--- src/sv/dtq_pkg.sv ---
// Types and constants of the deadline timer queue.
// No dependencies; used by every module of the block but dtq_ram.
package dtq_pkg;

	typedef enum logic [1:0] {
		FUNC_ONESHOT  = 2'd0,
		FUNC_PERIODIC = 2'd1,
		FUNC_CANCEL   = 2'd2,
		FUNC_CHECK    = 2'd3
	} func_t;

	localparam logic [1:0] STATUS_OK         = 2'd0;
	localparam logic [1:0] STATUS_FULL       = 2'd1;
	localparam logic [1:0] STATUS_BAD_HANDLE = 2'd2;

	typedef struct packed {
		func_t       func;
		logic [63:0] now_time;
		logic [63:0] interval;
		logic [15:0] callback_id;
		logic [3:0]  handle;
	} in_t;

	typedef struct packed {
		logic [1:0]         status;
		logic [3:0]         slot;
		logic               fired;
		logic [15:0]        fired_callback;
		logic               more_due;
		logic signed [63:0] next_delta;
	} out_t;

	// One timer entry as kept in the slot memory.
	typedef struct packed {
		logic [63:0] deadline;
		logic [63:0] period;
		logic [15:0] tag;
	} entry_t;

	localparam int ENTRY_W = $bits(entry_t);

	typedef enum logic [2:0] {
		ST_IDLE,
		ST_ALLOC,
		ST_CANCEL,
		ST_SCAN,
		ST_DRAIN,
		ST_POP,
		ST_FIN,
		ST_RESULT
	} state_t;

	// Commands from the controller to the datapath.
	typedef struct packed {
		logic capture;
		logic cnt_clr;
		logic cnt_inc;
		logic rd_en;
		logic alloc;
		logic alloc_full;
		logic cancel;
		logic pop;
		logic fin;
		logic out_load;
	} dp_cmd_t;

	// Status from the datapath to the controller.
	typedef struct packed {
		logic cnt_last;
		logic cnt_free;
		logic out_free;
	} dp_sts_t;

endpackage

--- src/sv/dtq_ram.sv ---
// Generic single-write, single-read RAM with registered read data.
// No dependencies.
module dtq_ram #(
	parameter int WIDTH = 8,
	parameter int DEPTH = 16
) (
	input  logic                     clk,
	input  logic                     we,
	input  logic [$clog2(DEPTH)-1:0] waddr,
	input  logic [WIDTH-1:0]         wdata,
	input  logic                     re,
	input  logic [$clog2(DEPTH)-1:0] raddr,
	output logic [WIDTH-1:0]         rdata
);

	logic [WIDTH-1:0] mem_q [DEPTH];

	always_ff @(posedge clk) begin
		if (we) begin
			mem_q[waddr] <= wdata;
		end
		if (re) begin
			rdata <= mem_q[raddr];
		end
	end

endmodule

--- src/sv/dtq_ctrl.sv ---
// Sequencing state machine of the deadline timer queue.
// Depends on dtq_pkg; drives the commands of dtq_datapath.
module dtq_ctrl (
	input  logic             clk,
	input  logic             arst_n,
	input  logic             in_valid,
	input  dtq_pkg::func_t   in_func,
	output logic             in_ready,
	output dtq_pkg::dp_cmd_t cmd,
	input  dtq_pkg::dp_sts_t sts
);

	dtq_pkg::state_t state_q, state_d;

	always_ff @(posedge clk or negedge arst_n) begin
		if (!arst_n) begin
			state_q <= dtq_pkg::ST_IDLE;
		end else begin
			state_q <= state_d;
		end
	end

	always_comb begin
		state_d  = state_q;
		cmd      = '0;
		in_ready = 1'b0;
		unique case (state_q)
			dtq_pkg::ST_IDLE: begin
				in_ready = 1'b1;
				if (in_valid) begin
					cmd.capture = 1'b1;
					cmd.cnt_clr = 1'b1;
					unique case (in_func)
						dtq_pkg::FUNC_ONESHOT,
						dtq_pkg::FUNC_PERIODIC: state_d = dtq_pkg::ST_ALLOC;
						dtq_pkg::FUNC_CANCEL:   state_d = dtq_pkg::ST_CANCEL;
						dtq_pkg::FUNC_CHECK:    state_d = dtq_pkg::ST_SCAN;
						default:                state_d = dtq_pkg::ST_IDLE;
					endcase
				end
			end
			dtq_pkg::ST_ALLOC: begin
				priority if (sts.cnt_free) begin
					cmd.alloc = 1'b1;
					state_d   = dtq_pkg::ST_RESULT;
				end else if (sts.cnt_last) begin
					cmd.alloc_full = 1'b1;
					state_d        = dtq_pkg::ST_RESULT;
				end else begin
					cmd.cnt_inc = 1'b1;
				end
			end
			dtq_pkg::ST_CANCEL: begin
				cmd.cancel = 1'b1;
				state_d    = dtq_pkg::ST_RESULT;
			end
			dtq_pkg::ST_SCAN: begin
				cmd.rd_en = 1'b1;
				if (sts.cnt_last) begin
					state_d = dtq_pkg::ST_DRAIN;
				end else begin
					cmd.cnt_inc = 1'b1;
				end
			end
			dtq_pkg::ST_DRAIN: begin
				state_d = dtq_pkg::ST_POP;
			end
			dtq_pkg::ST_POP: begin
				cmd.pop = 1'b1;
				state_d = dtq_pkg::ST_FIN;
			end
			dtq_pkg::ST_FIN: begin
				cmd.fin = 1'b1;
				state_d = dtq_pkg::ST_RESULT;
			end
			dtq_pkg::ST_RESULT: begin
				if (sts.out_free) begin
					cmd.out_load = 1'b1;
					state_d      = dtq_pkg::ST_IDLE;
				end
			end
			default: begin
				state_d = dtq_pkg::ST_IDLE;
			end
		endcase
	end

endmodule

--- src/sv/dtq_datapath.sv ---
// Slot table, deadline scan and result register of the deadline timer queue.
// Depends on dtq_pkg and dtq_ram; steered by dtq_ctrl.
module dtq_datapath #(
	parameter int NUM_TIMERS = 16
) (
	input  logic             clk,
	input  logic             arst_n,
	input  dtq_pkg::dp_cmd_t cmd,
	output dtq_pkg::dp_sts_t sts,
	input  dtq_pkg::in_t     in_item,
	output logic             out_valid,
	input  logic             out_ready,
	output dtq_pkg::out_t    out_item
);

	localparam int IW = $clog2(NUM_TIMERS);
	localparam int HW = (IW > 4) ? IW : 4;

	dtq_pkg::in_t   item_q;
	logic [IW-1:0]  cnt_q;
	logic [NUM_TIMERS-1:0] used_q;
	logic [NUM_TIMERS-1:0] dis_q;

	logic           rd_vld_s1;
	logic [IW-1:0]  idx_s1;
	logic [dtq_pkg::ENTRY_W-1:0] rd_data;
	dtq_pkg::entry_t rd_entry;

	logic            best_vld_q;
	logic [IW-1:0]   best_idx_q;
	dtq_pkg::entry_t best_q;
	logic            sec_vld_q;
	logic [IW-1:0]   sec_idx_q;
	logic [63:0]     sec_dl_q;

	logic            due_q;
	logic            rearm_q;
	logic [63:0]     nd_q;
	logic            fin_vld_q;
	logic [63:0]     fin_dl_q;

	logic [1:0]      status_q;
	logic [3:0]      slot_q;
	logic            fired_q;
	logic [15:0]     fcb_q;
	logic            out_valid_q;
	dtq_pkg::out_t   out_q;

	logic [HW-1:0]   cnt_ext;
	logic [HW-1:0]   h_ext;
	logic [IW-1:0]   h_idx;
	logic            cancel_ok;
	logic            scan_hit;
	logic            pop_due;
	logic            pop_dis;
	logic            pop_rearm;
	logic [63:0]     rearm_dl;
	logic            nd_wins;
	logic            is_check;

	logic            ram_we;
	logic [IW-1:0]   ram_waddr;
	dtq_pkg::entry_t wr_entry;

	assign cnt_ext   = HW'(cnt_q);
	assign h_ext     = HW'(item_q.handle);
	assign h_idx     = h_ext[IW-1:0];
	assign cancel_ok = (32'(item_q.handle) < NUM_TIMERS) && used_q[h_idx];

	assign sts.cnt_last = (cnt_q == IW'(NUM_TIMERS - 1));
	assign sts.cnt_free = !used_q[cnt_q];
	assign sts.out_free = !out_valid_q || out_ready;

	assign rd_entry  = rd_data;
	assign scan_hit  = rd_vld_s1 && used_q[idx_s1];

	assign pop_due   = best_vld_q && (best_q.deadline < item_q.now_time);
	assign pop_dis   = dis_q[best_idx_q];
	assign pop_rearm = pop_due && !pop_dis && (best_q.period != 64'd0);
	assign rearm_dl  = best_q.deadline + best_q.period;

	// A re-armed entry keeps its slot, so ties against the runner-up go by index.
	assign nd_wins = !sec_vld_q || (nd_q < sec_dl_q) ||
		((nd_q == sec_dl_q) && (best_idx_q < sec_idx_q));

	assign is_check = (item_q.func == dtq_pkg::FUNC_CHECK);

	always_comb begin
		ram_we    = 1'b0;
		ram_waddr = cnt_q;
		wr_entry  = best_q;
		if (cmd.alloc) begin
			ram_we       = 1'b1;
			wr_entry.tag = item_q.callback_id;
			if (item_q.func == dtq_pkg::FUNC_ONESHOT) begin
				wr_entry.deadline = item_q.now_time + item_q.interval;
				wr_entry.period   = 64'd0;
			end else begin
				wr_entry.deadline = item_q.now_time;
				wr_entry.period   = item_q.interval;
			end
		end else if (cmd.pop && pop_rearm) begin
			ram_we            = 1'b1;
			ram_waddr         = best_idx_q;
			wr_entry.deadline = rearm_dl;
		end
	end

	dtq_ram #(
		.WIDTH(dtq_pkg::ENTRY_W),
		.DEPTH(NUM_TIMERS)
	) u_ram (
		.clk  (clk),
		.we   (ram_we),
		.waddr(ram_waddr),
		.wdata(wr_entry),
		.re   (cmd.rd_en),
		.raddr(cnt_q),
		.rdata(rd_data)
	);

	// Control state: slot flags, scan bookkeeping and output valid.
	always_ff @(posedge clk or negedge arst_n) begin
		if (!arst_n) begin
			used_q      <= '0;
			dis_q       <= '0;
			rd_vld_s1   <= 1'b0;
			best_vld_q  <= 1'b0;
			sec_vld_q   <= 1'b0;
			out_valid_q <= 1'b0;
		end else begin
			rd_vld_s1 <= cmd.rd_en;
			if (cmd.alloc) begin
				used_q[cnt_q] <= 1'b1;
				dis_q[cnt_q]  <= 1'b0;
			end
			if (cmd.cancel && cancel_ok) begin
				dis_q[h_idx] <= 1'b1;
			end
			if (cmd.pop && pop_due && !pop_rearm) begin
				used_q[best_idx_q] <= 1'b0;
			end
			if (cmd.capture) begin
				best_vld_q <= 1'b0;
				sec_vld_q  <= 1'b0;
			end else if (scan_hit) begin
				if (!best_vld_q || (rd_entry.deadline < best_q.deadline)) begin
					best_vld_q <= 1'b1;
					sec_vld_q  <= best_vld_q;
				end else if (!sec_vld_q || (rd_entry.deadline < sec_dl_q)) begin
					sec_vld_q <= 1'b1;
				end
			end
			if (cmd.out_load) begin
				out_valid_q <= 1'b1;
			end else if (out_ready) begin
				out_valid_q <= 1'b0;
			end
		end
	end

	// Payload registers.
	always_ff @(posedge clk) begin
		idx_s1 <= cnt_q;
		if (cmd.capture) begin
			item_q   <= in_item;
			status_q <= dtq_pkg::STATUS_OK;
			slot_q   <= 4'd0;
			fired_q  <= 1'b0;
			fcb_q    <= 16'd0;
		end
		if (cmd.cnt_clr) begin
			cnt_q <= '0;
		end else if (cmd.cnt_inc) begin
			cnt_q <= IW'(cnt_q + 1'b1);
		end
		if (cmd.alloc) begin
			slot_q <= cnt_ext[3:0];
		end
		if (cmd.alloc_full) begin
			status_q <= dtq_pkg::STATUS_FULL;
		end
		if (cmd.cancel && !cancel_ok) begin
			status_q <= dtq_pkg::STATUS_BAD_HANDLE;
		end
		if (scan_hit) begin
			if (!best_vld_q || (rd_entry.deadline < best_q.deadline)) begin
				sec_idx_q  <= best_idx_q;
				sec_dl_q   <= best_q.deadline;
				best_idx_q <= idx_s1;
				best_q     <= rd_entry;
			end else if (!sec_vld_q || (rd_entry.deadline < sec_dl_q)) begin
				sec_idx_q <= idx_s1;
				sec_dl_q  <= rd_entry.deadline;
			end
		end
		if (cmd.pop) begin
			due_q   <= pop_due;
			rearm_q <= pop_rearm;
			nd_q    <= rearm_dl;
			if (pop_due && !pop_dis && (best_q.tag != 16'd0)) begin
				fired_q <= 1'b1;
				fcb_q   <= best_q.tag;
			end
		end
		if (cmd.fin) begin
			priority if (!due_q) begin
				fin_vld_q <= best_vld_q;
				fin_dl_q  <= best_q.deadline;
			end else if (rearm_q) begin
				fin_vld_q <= 1'b1;
				fin_dl_q  <= nd_wins ? nd_q : sec_dl_q;
			end else begin
				fin_vld_q <= sec_vld_q;
				fin_dl_q  <= sec_dl_q;
			end
		end
		if (cmd.out_load) begin
			out_q.status         <= status_q;
			out_q.slot           <= slot_q;
			out_q.fired          <= fired_q;
			out_q.fired_callback <= fcb_q;
			out_q.more_due       <= is_check && fin_vld_q && (fin_dl_q < item_q.now_time);
			out_q.next_delta     <= (is_check && fin_vld_q) ?
				$signed(fin_dl_q - item_q.now_time) : 64'sd0;
		end
	end

	assign out_valid = out_valid_q;
	assign out_item  = out_q;

endmodule

--- src/sv/deadline_timer_queue_unit.sv ---
// Deadline timer queue: a cancel passes through the cancel and result states, a
// registration searches the slots in turn for a free one, and a check scans
// every slot (one slot memory read per cycle), then pops and selects.
// One request is in flight at a time; the next is accepted the cycle after the
// result is loaded. Reset clears the used and disabled flags at once; the slot
// memory needs no pass.
module deadline_timer_queue_unit #(
	parameter int NUM_TIMERS = 16
) (
	input  logic          clk,
	input  logic          arst_n,
	input  logic          in_valid,
	output logic          in_ready,
	input  dtq_pkg::in_t  in_item,
	output logic          out_valid,
	input  logic          out_ready,
	output dtq_pkg::out_t out_item
);

	// The controller walks each request through its phases: a free-slot
	// search for registrations, a single flag update for cancel, and for a
	// check a full deadline scan that keeps the earliest and the runner-up
	// entry, followed by the pop and the choice of the new earliest deadline.
	dtq_pkg::dp_cmd_t cmd;
	dtq_pkg::dp_sts_t sts;

	dtq_ctrl u_ctrl (
		.clk     (clk),
		.arst_n  (arst_n),
		.in_valid(in_valid),
		.in_func (in_item.func),
		.in_ready(in_ready),
		.cmd     (cmd),
		.sts     (sts)
	);

	// The datapath holds the slot flags, the timer memory, the scan registers
	// and the result register that lets the next request enter while a
	// finished result still waits downstream.
	dtq_datapath #(
		.NUM_TIMERS(NUM_TIMERS)
	) u_datapath (
		.clk      (clk),
		.arst_n   (arst_n),
		.cmd      (cmd),
		.sts      (sts),
		.in_item  (in_item),
		.out_valid(out_valid),
		.out_ready(out_ready),
		.out_item (out_item)
	);

endmodule

--- config.mk ---
export PLATFORM = sky130hd
export DESIGN_NAME = deadline_timer_queue_unit
export DESIGN_NICKNAME = d
export VERILOG_FILES = /design/src/sv/dtq_pkg.sv /design/src/sv/dtq_ram.sv /design/src/sv/dtq_ctrl.sv /design/src/sv/dtq_datapath.sv /design/src/sv/deadline_timer_queue_unit.sv
export SDC_FILE = /design/constraint.sdc
export NUM_CORES = 2
export LEC_CHECK = 0
export BUFFER_PORTS_ARGS = -buffer_cell sky130_fd_sc_hd__buf_2
export CAP_MARGIN = 10
export CORE_AREA = 8 8 554 556
export DETAILED_ROUTE_END_ITERATION = 8
export DIE_AREA = 0 0 562 564
export HOLD_SLACK_MARGIN = 0.02
export SYNTH_ARGS = -nofsm -noshare
export SYNTH_HDL_FRONTEND = slang
export SYNTH_SLANG_ARGS = --single-unit
--- constraint.sdc ---
create_clock -name clk -period 19 [get_ports clk]
set_input_delay 2.85 -clock clk [delete_from_list [all_inputs] [get_ports clk]]
set_output_delay 2.85 -clock clk [all_outputs]
set_load 0.02 [all_outputs]
# [After elaboration in Yosys (flattened, before gate mapping)]
# Memory sizes are Yosys's and may differ from the RTL's. A register that Yosys moved wholly into a read port is not among the register bits.
# Index checks and enable logic that the tools add are counted.
[totals] reg_bits=655 ram_bits=2304 inputBits=154 output_inout_bits=90 elab_cells=201 memories=1
[memory_table] name="u_datapath.u_ram.mem_q" depth=16 width=144 read_ports=1 rd_ports_with_merged_regs=1 write_ports=1 line_no="dtq_ram.sv:16" rtl="logic [WIDTH-1:0] mem_q [DEPTH];"
[op_classes] add_sub_neg=4 n_lt_le_gt_ge=13 eq_ne=17 mux=79 bitwise_logic=6 n_reduce_logical=46
[ops] cell="$mux 64" count=7
[ops] cell="$lt 64x64->1" count=5
[ops] cell="$add 64x64->64" count=2
[ops] cell="$mux 128" count=1
[ops] cell="$mux 16" count=7
[ops] cell="$mux 80" count=1
[ops] cell="$eq 64x64->1" count=1
[ops] cell="$reduce_bool 64->1" count=1
[ops] cell="$sub 64x64->64" count=1
[ops] cell="$mux 1" count=37
[ops] cell="$and 16x16->16" count=2
[ops] cell="$not 16->16" count=2
[ops] cell="$or 16x16->16" count=2
[ops] cell="$mux 4" count=6
[ops] cell="$pmux 3 s7" count=1
[ops] cell="$lt 4x5->1 const B" count=4
[ops] cell="$bmux 1 s4" count=4
[ops] cell="$logic_and 1x1->1" count=16
[ops] cell="$reduce_bool 16->1" count=1
[ops] cell="$mux 3" count=5
[ops] cell="$demux 1 s4" count=3
[ops] cell="$eq 3x3->1 const B" count=4
[ops] cell="$ge 4x1->1 const B" count=3
[ops] cell="$reduce_bool 2->1" count=6
[ops] cell="other kinds (20)" count=43

# [Longest topological paths before layout]
[depth] ltp_word=10 mapped_depth=15 ltp_nobuf=14

# [Hierarchy]
# Synthesis repeated with hierarchy kept, for this count alone.
[unflattened] hier_cells=8213 hier_area_um2=135077.0
[by_module_without_submodules] mod="dtq_ram" n_inst=1 cells_per_inst=3773 area_each_um2=90885.9 seq_area_each_um2=73510.5
[by_module_without_submodules] mod="dtq_datapath" n_inst=1 cells_per_inst=4404 area_each_um2=43877.1 seq_area_each_um2=19128.3
[by_module_without_submodules] mod="dtq_ctrl" n_inst=1 cells_per_inst=36 area_each_um2=314.1 seq_area_each_um2=75.1

# [Worst setup path before layout]
# No wires, ideal clock.
[synth_timing] path_kind="reg2reg" from="register u_ctrl.state_q[2]" to="memory u_datapath.u_ram.mem_q[8][0] in the netlist's numbering, enable pin" setup_time_ps=650 arrival_ps=13556 t_required_ps=18350 slack_ps=4794 path_stages_with_launch=10 n_path_buf=3 period_less_slack_ps=14206 cell_sequence="dfrtp_1 clkbuf_1 inv_1 nor3b_1 nand2_1 nor4b_4 clkbuf_1 clkbuf_1 a21oi_1 nor2_1"
[synth_via] elab_chain_cells=7 word_cells_on_any_way=11 cone_classes="eq/ne (2); mux (8); reduce/logical (1)"
[synth_rtl] item="start, declared" line_no="dtq_ctrl.sv:13" rtl="dtq_pkg::state_t state_q, state_d;"
[synth_rtl] item="start signal, assigned" line_no="dtq_ctrl.sv:17" rtl="state_q <= dtq_pkg::ST_IDLE;"
[synth_rtl] item="start signal, assigned" line_no="dtq_ctrl.sv:19" rtl="state_q <= state_d;"
[synth_rtl] item="$eq 3x3->1" line_no="dtq_ctrl.sv:27" rtl="unique case (state_q)"
[synth_rtl] item="$mux 1" line_no="dtq_ctrl.sv:27"
[synth_rtl] item="$logic_and 1x1->1" line_no="dtq_datapath.sv:102" rtl="end else if (cmd.pop && pop_rearm) begin"
[synth_rtl] item="$mux 1" line_no="dtq_datapath.sv:102"
[synth_rtl] item="$mux 1" line_no="dtq_datapath.sv:92" rtl="if (cmd.alloc) begin"
[synth_rtl] item="$mux 1" line_no="dtq_ram.sv:19" rtl="if (we) begin"
[synth_rtl] item="$mux 1 (not written as such)" line_no="dtq_ram.sv:20" rtl="mem_q[waddr] <= wdata;"
[synth_rtl] item="end, declared" line_no="dtq_ram.sv:16"
# Parallel ways exist; a longest one is shown, timed or not.

# [Final worst setup path]
[layout_timing] from="register u_datapath.cnt_q[0], in the netlist u_datapath.cnt_ext[0]" to="memory u_datapath.u_ram.mem_q[10][88] in the netlist's numbering, enable pin"
[layout_via] elab_chain_cells=7 word_cells_on_any_way=9 cone_classes="mux (9)"
[layout_rtl] item="start, declared" line_no="dtq_datapath.sv:20" rtl="logic [IW-1:0] cnt_q;"
[layout_rtl] item="start signal, assigned" line_no="dtq_datapath.sv:175" rtl="cnt_q <= IW'(cnt_q + 1'b1);"
[layout_rtl] item="$bmux 1 s4" line_no="dtq_datapath.sv:71" rtl="assign sts.cnt_free = !used_q[cnt_q];"
[layout_rtl] item="$mux 1 (not written as such)" line_no="dtq_datapath.sv:71"
[layout_rtl] item="$mux 1" line_no="dtq_ctrl.sv:43" rtl="priority if (sts.cnt_free) begin"
[layout_rtl] item="$mux 2" line_no="dtq_ctrl.sv:27"
[layout_rtl] item="$mux 1" line_no="dtq_datapath.sv:92"
[layout_rtl] item="$mux 1" line_no="dtq_ram.sv:19"
[layout_rtl] item="$mux 1 (not written as such)" line_no="dtq_ram.sv:20"
# Parallel ways exist; a longest one is shown, timed or not. The select of a mux whose other input is x is not followed.

==> results_dict.tcl <==
set metrics [dict create \
    drive_gt1_share_pct 19.7 \
    post_drt_wl_per_cell_um 33.6 \
    cp.arrival_ns 8.37 \
    syn_nets 8297 \
    die_area_sq_mm 0.317 \
    placed_area_sq_mm 0.140 \
    rsz0062_at_grt "false" \
    period_needed_ns 7.85 \
    synth_seq_area_share_pct 69.6 \
    clock-sinks 3103 \
    netlist_area_sq_mm 0.133 \
    swShare_pct 31.1 \
    power_uw 21300 \
    tightest_slew_ns 1.31 \
    synth_top_cell_by_area "edfxtp_1" \
    grt_pass1_vias 75000 \
    hold_violations 0 \
    hold_class "reg2reg" \
    cts_inserted_buffers 328 \
    slew_viol_final 0 \
    p_int_uw 14700 \
    status "finished clean" \
    yosys_warnings 0 \
    cts-root-buf "clkbuf_16" \
    cap_violations 0 \
    clock_path_buffers 4 \
    criticalPathCategory "reg2reg" \
    clkPwrFrac_pct 29.8 \
    cp-start-kind "flop" \
    clock_latency_ns 0.93 \
    switchingPower_uw 6630 \
    postSynthCellCount 7690 \
    fin_area_sq_mm 0.150 \
    ant_nets 0 \
    drc_errors 0 \
    io_pins 244 \
    grt_usage_pct 25.4 \
    grt_max_degree 148 \
    cts_tree "yes" \
    grt_pass1_wl_mm 575 \
    final_nets 8667 \
    ir_drop_mv 0.124 \
    synth_seq_cells 3103 \
    seqPwrFrac_pct 42.7 \
    synthFlopType "edfxtp_1" \
    power_frac_comb_pct 27.5 \
    finalSetupTns_ns 0 \
    critPathRequiredTime_ns 19.51 \
    power_density_mw_per_mm2 142 \
    fmax_mhz 127 \
    syn_avg_cell_area_sq_um 17.3 \
    first_pass_iters 7 \
    synth_cell_types 80 \
    maxSlewHeadroom_pct 11.9 \
    totalWireLength_mm 413 \
    synth_area_leaders "edfxtp_1 68%, mux4_2 13%, ha_1 4.2%" \
    die_x_um 562 \
    die_h_um 564 \
    r2r_setup_slack_ns 11.15 \
    hpwl_mm 272 \
    setup_viol_count_final 0 \
    gp_congestion 0.977 \
    skew_ns 0.0702 \
    postCtsSetupBuffers 0 \
    antenna_found_initial 52 \
    synth_top_area_share_pct 68.4 \
    num_rows 201 \
    hold_buffers 0 \
    cts_resized 0 \
    syn_to_final_growth_pct 12.8 \
    htreeDepth 5 \
    synth-async-reset-ratio_pct 1.26 \
    end_kind "flop" \
    p_leak_uw 0.0512 \
    clk_pin_slew_ns 0.06 \
    start_util_pct 44.7 \
    grt_overflow 0 \
    drtIter0Drc 10000 \
    port-buffer-count 243 \
    period_share_pct 41.3 \
    fp.coreArea_sq_mm 0.298 \
    via_count 76400 \
    cp_max_fo 48 \
    routed_via_density 6.22 \
    synth_edf_count 3037 \
]
-- sequential cells by signal (all words and copies together), names as in the netlist, 16 cells and up --
register / count
u_datapath.best_q: 144
u_datapath.dis_q: 16
u_datapath.fcb_q: 16
u_datapath.fin_dl_q: 64
u_datapath.item_q: 146
u_datapath.nd_q: 64
u_datapath.out_item: 88
u_datapath.sec_dl_q: 64
u_datapath.u_ram.mem_q: 2304
u_datapath.u_ram.rdata: 144
u_datapath.used_q: 16
-- cells in the mapped netlist, types with 51 or more instances --
master	n
a21oi_1	435
a21o_1	199
nor2_1	295
o21ai_0	305
nand4_1	104
mux4_2	740
buf_1	56
ha_1	450
mux2i_1	70
nor3_1	54
edfxtp_1	3037
clkbuf_1	269
nor2b_1	51
inv_1	273
xor2_1	55
nand2_1	518
xnor2_1	110
nand3_1	115
-- routing by layer --
layer / vias to the layer above / share of wire [%] / GRT usage (%) / wire length [um]
met4: 10 / 3.5 / 7.82 / 14600
met5: - / 0.015 / 0 / 61
met2: 3847 / 44 / 37.8 / 181000
li1: 31700 / - / - / -
met3: 524 / 9.8 / 5.28 / 40400
met1: 40300 / 43 / 37.8 / 177000
-- worst max-delay path: stages, from the launching register on --
cell and delay, ns:
dfxtp_4 0.85, mux4_2 0.61, mux4_2 0.54, or2_4 0.48, nor3b_1 0.90, a21oi_1 0.42, nor2_4 0.99, buf_4 0.86
buf_4 0.91, buf_4 0.61
-- per-stage QoR --
stage               utilization (%)  hold WS [ns]  cells  setup slack [ns]
CTS                            50.3         0.421  12300             11.03
detailed placement             46.8         0.405  11700             11.05
floorplan                         -         0.329   7690              4.79
finish                         50.4         0.424  12300             11.15
global route                   50.4         0.428  12300             10.79
global placement               46.8         0.409  11700             11.29
-- kinds of logic (layout without fill, tap and decap cells) --
| kind of cell | count (synthesis) | count (layout) | share of synthesized area (%) |
|---|---|---|---|
| fa+ha+maj | 453 | 453 | 4.27 |
| buf+inv | 611 | 1241 | 1.73 |
| simple gates | 1287 | 1287 | 4.41 |
| flops | 3103 | 3103 | 69.6 |
| mux | 816 | 816 | 13.1 |
| other cells | 0 | 10 | 0 |
| xor+xnor | 165 | 165 | 1.08 |
| compound gates | 1255 | 1255 | 5.84 |
-- area by class of cell --
type                       instances  area [sq um]
fill                           24300        148000
clock inverter                   181          1730
clock buffer                     409          8820
tap                             3958          4950
antenna                           10          25.0
inverter                         273          1030
multi-input combinational       3976         38500
timing repair buffer             378          2510
sequential                      3103         92700
-- path summary, 6_finish.rpt --
kind,end,from,depth (start not counted)
worst max-delay path,u_datapath.u_ram.mem_q[10][88],u_datapath.cnt_ext[0],9
worst min-delay path,u_datapath.best_q[14],u_datapath.u_ram.rdata[14],0
worst max register to register,u_datapath.u_ram.mem_q[10][88],u_datapath.cnt_ext[0],9
worst min register to register,u_datapath.best_q[14],u_datapath.u_ram.rdata[14],0
max in group asynchronous,u_datapath.sec_vld_q,arst_n,1
min in group asynchronous,u_datapath.out_valid,arst_n,1
-- power by group through the flow --
stage,Sequential [uW],Clock [uW],Combinational [uW]
final,9090,6350,5860
after global routing,9130,6700,6220
after CTS,9080,6440,5870
after detailed placement,9220,0,5850
after global placement,9210,0,5800
after floorplan,9080,0,3900
-- placed cells by master, fill, tap and decap left out, drive strengths merged, types with 39 or more instances in the layout --
cell type / instances
edfxtp: 3037
mux4: 740
nand2: 518
ha: 450
a21oi: 435
clkbuf: 411
buf: 376
o21ai: 309
nor2: 295
inv: 284
a21o: 199
clkinv: 137
nand3: 115
xnor2: 110
nand4: 104
mux2i: 70
xor2: 55
nor3: 54
nor2b: 51
dfrtp: 39
Power figures use the tool's default switching activity.
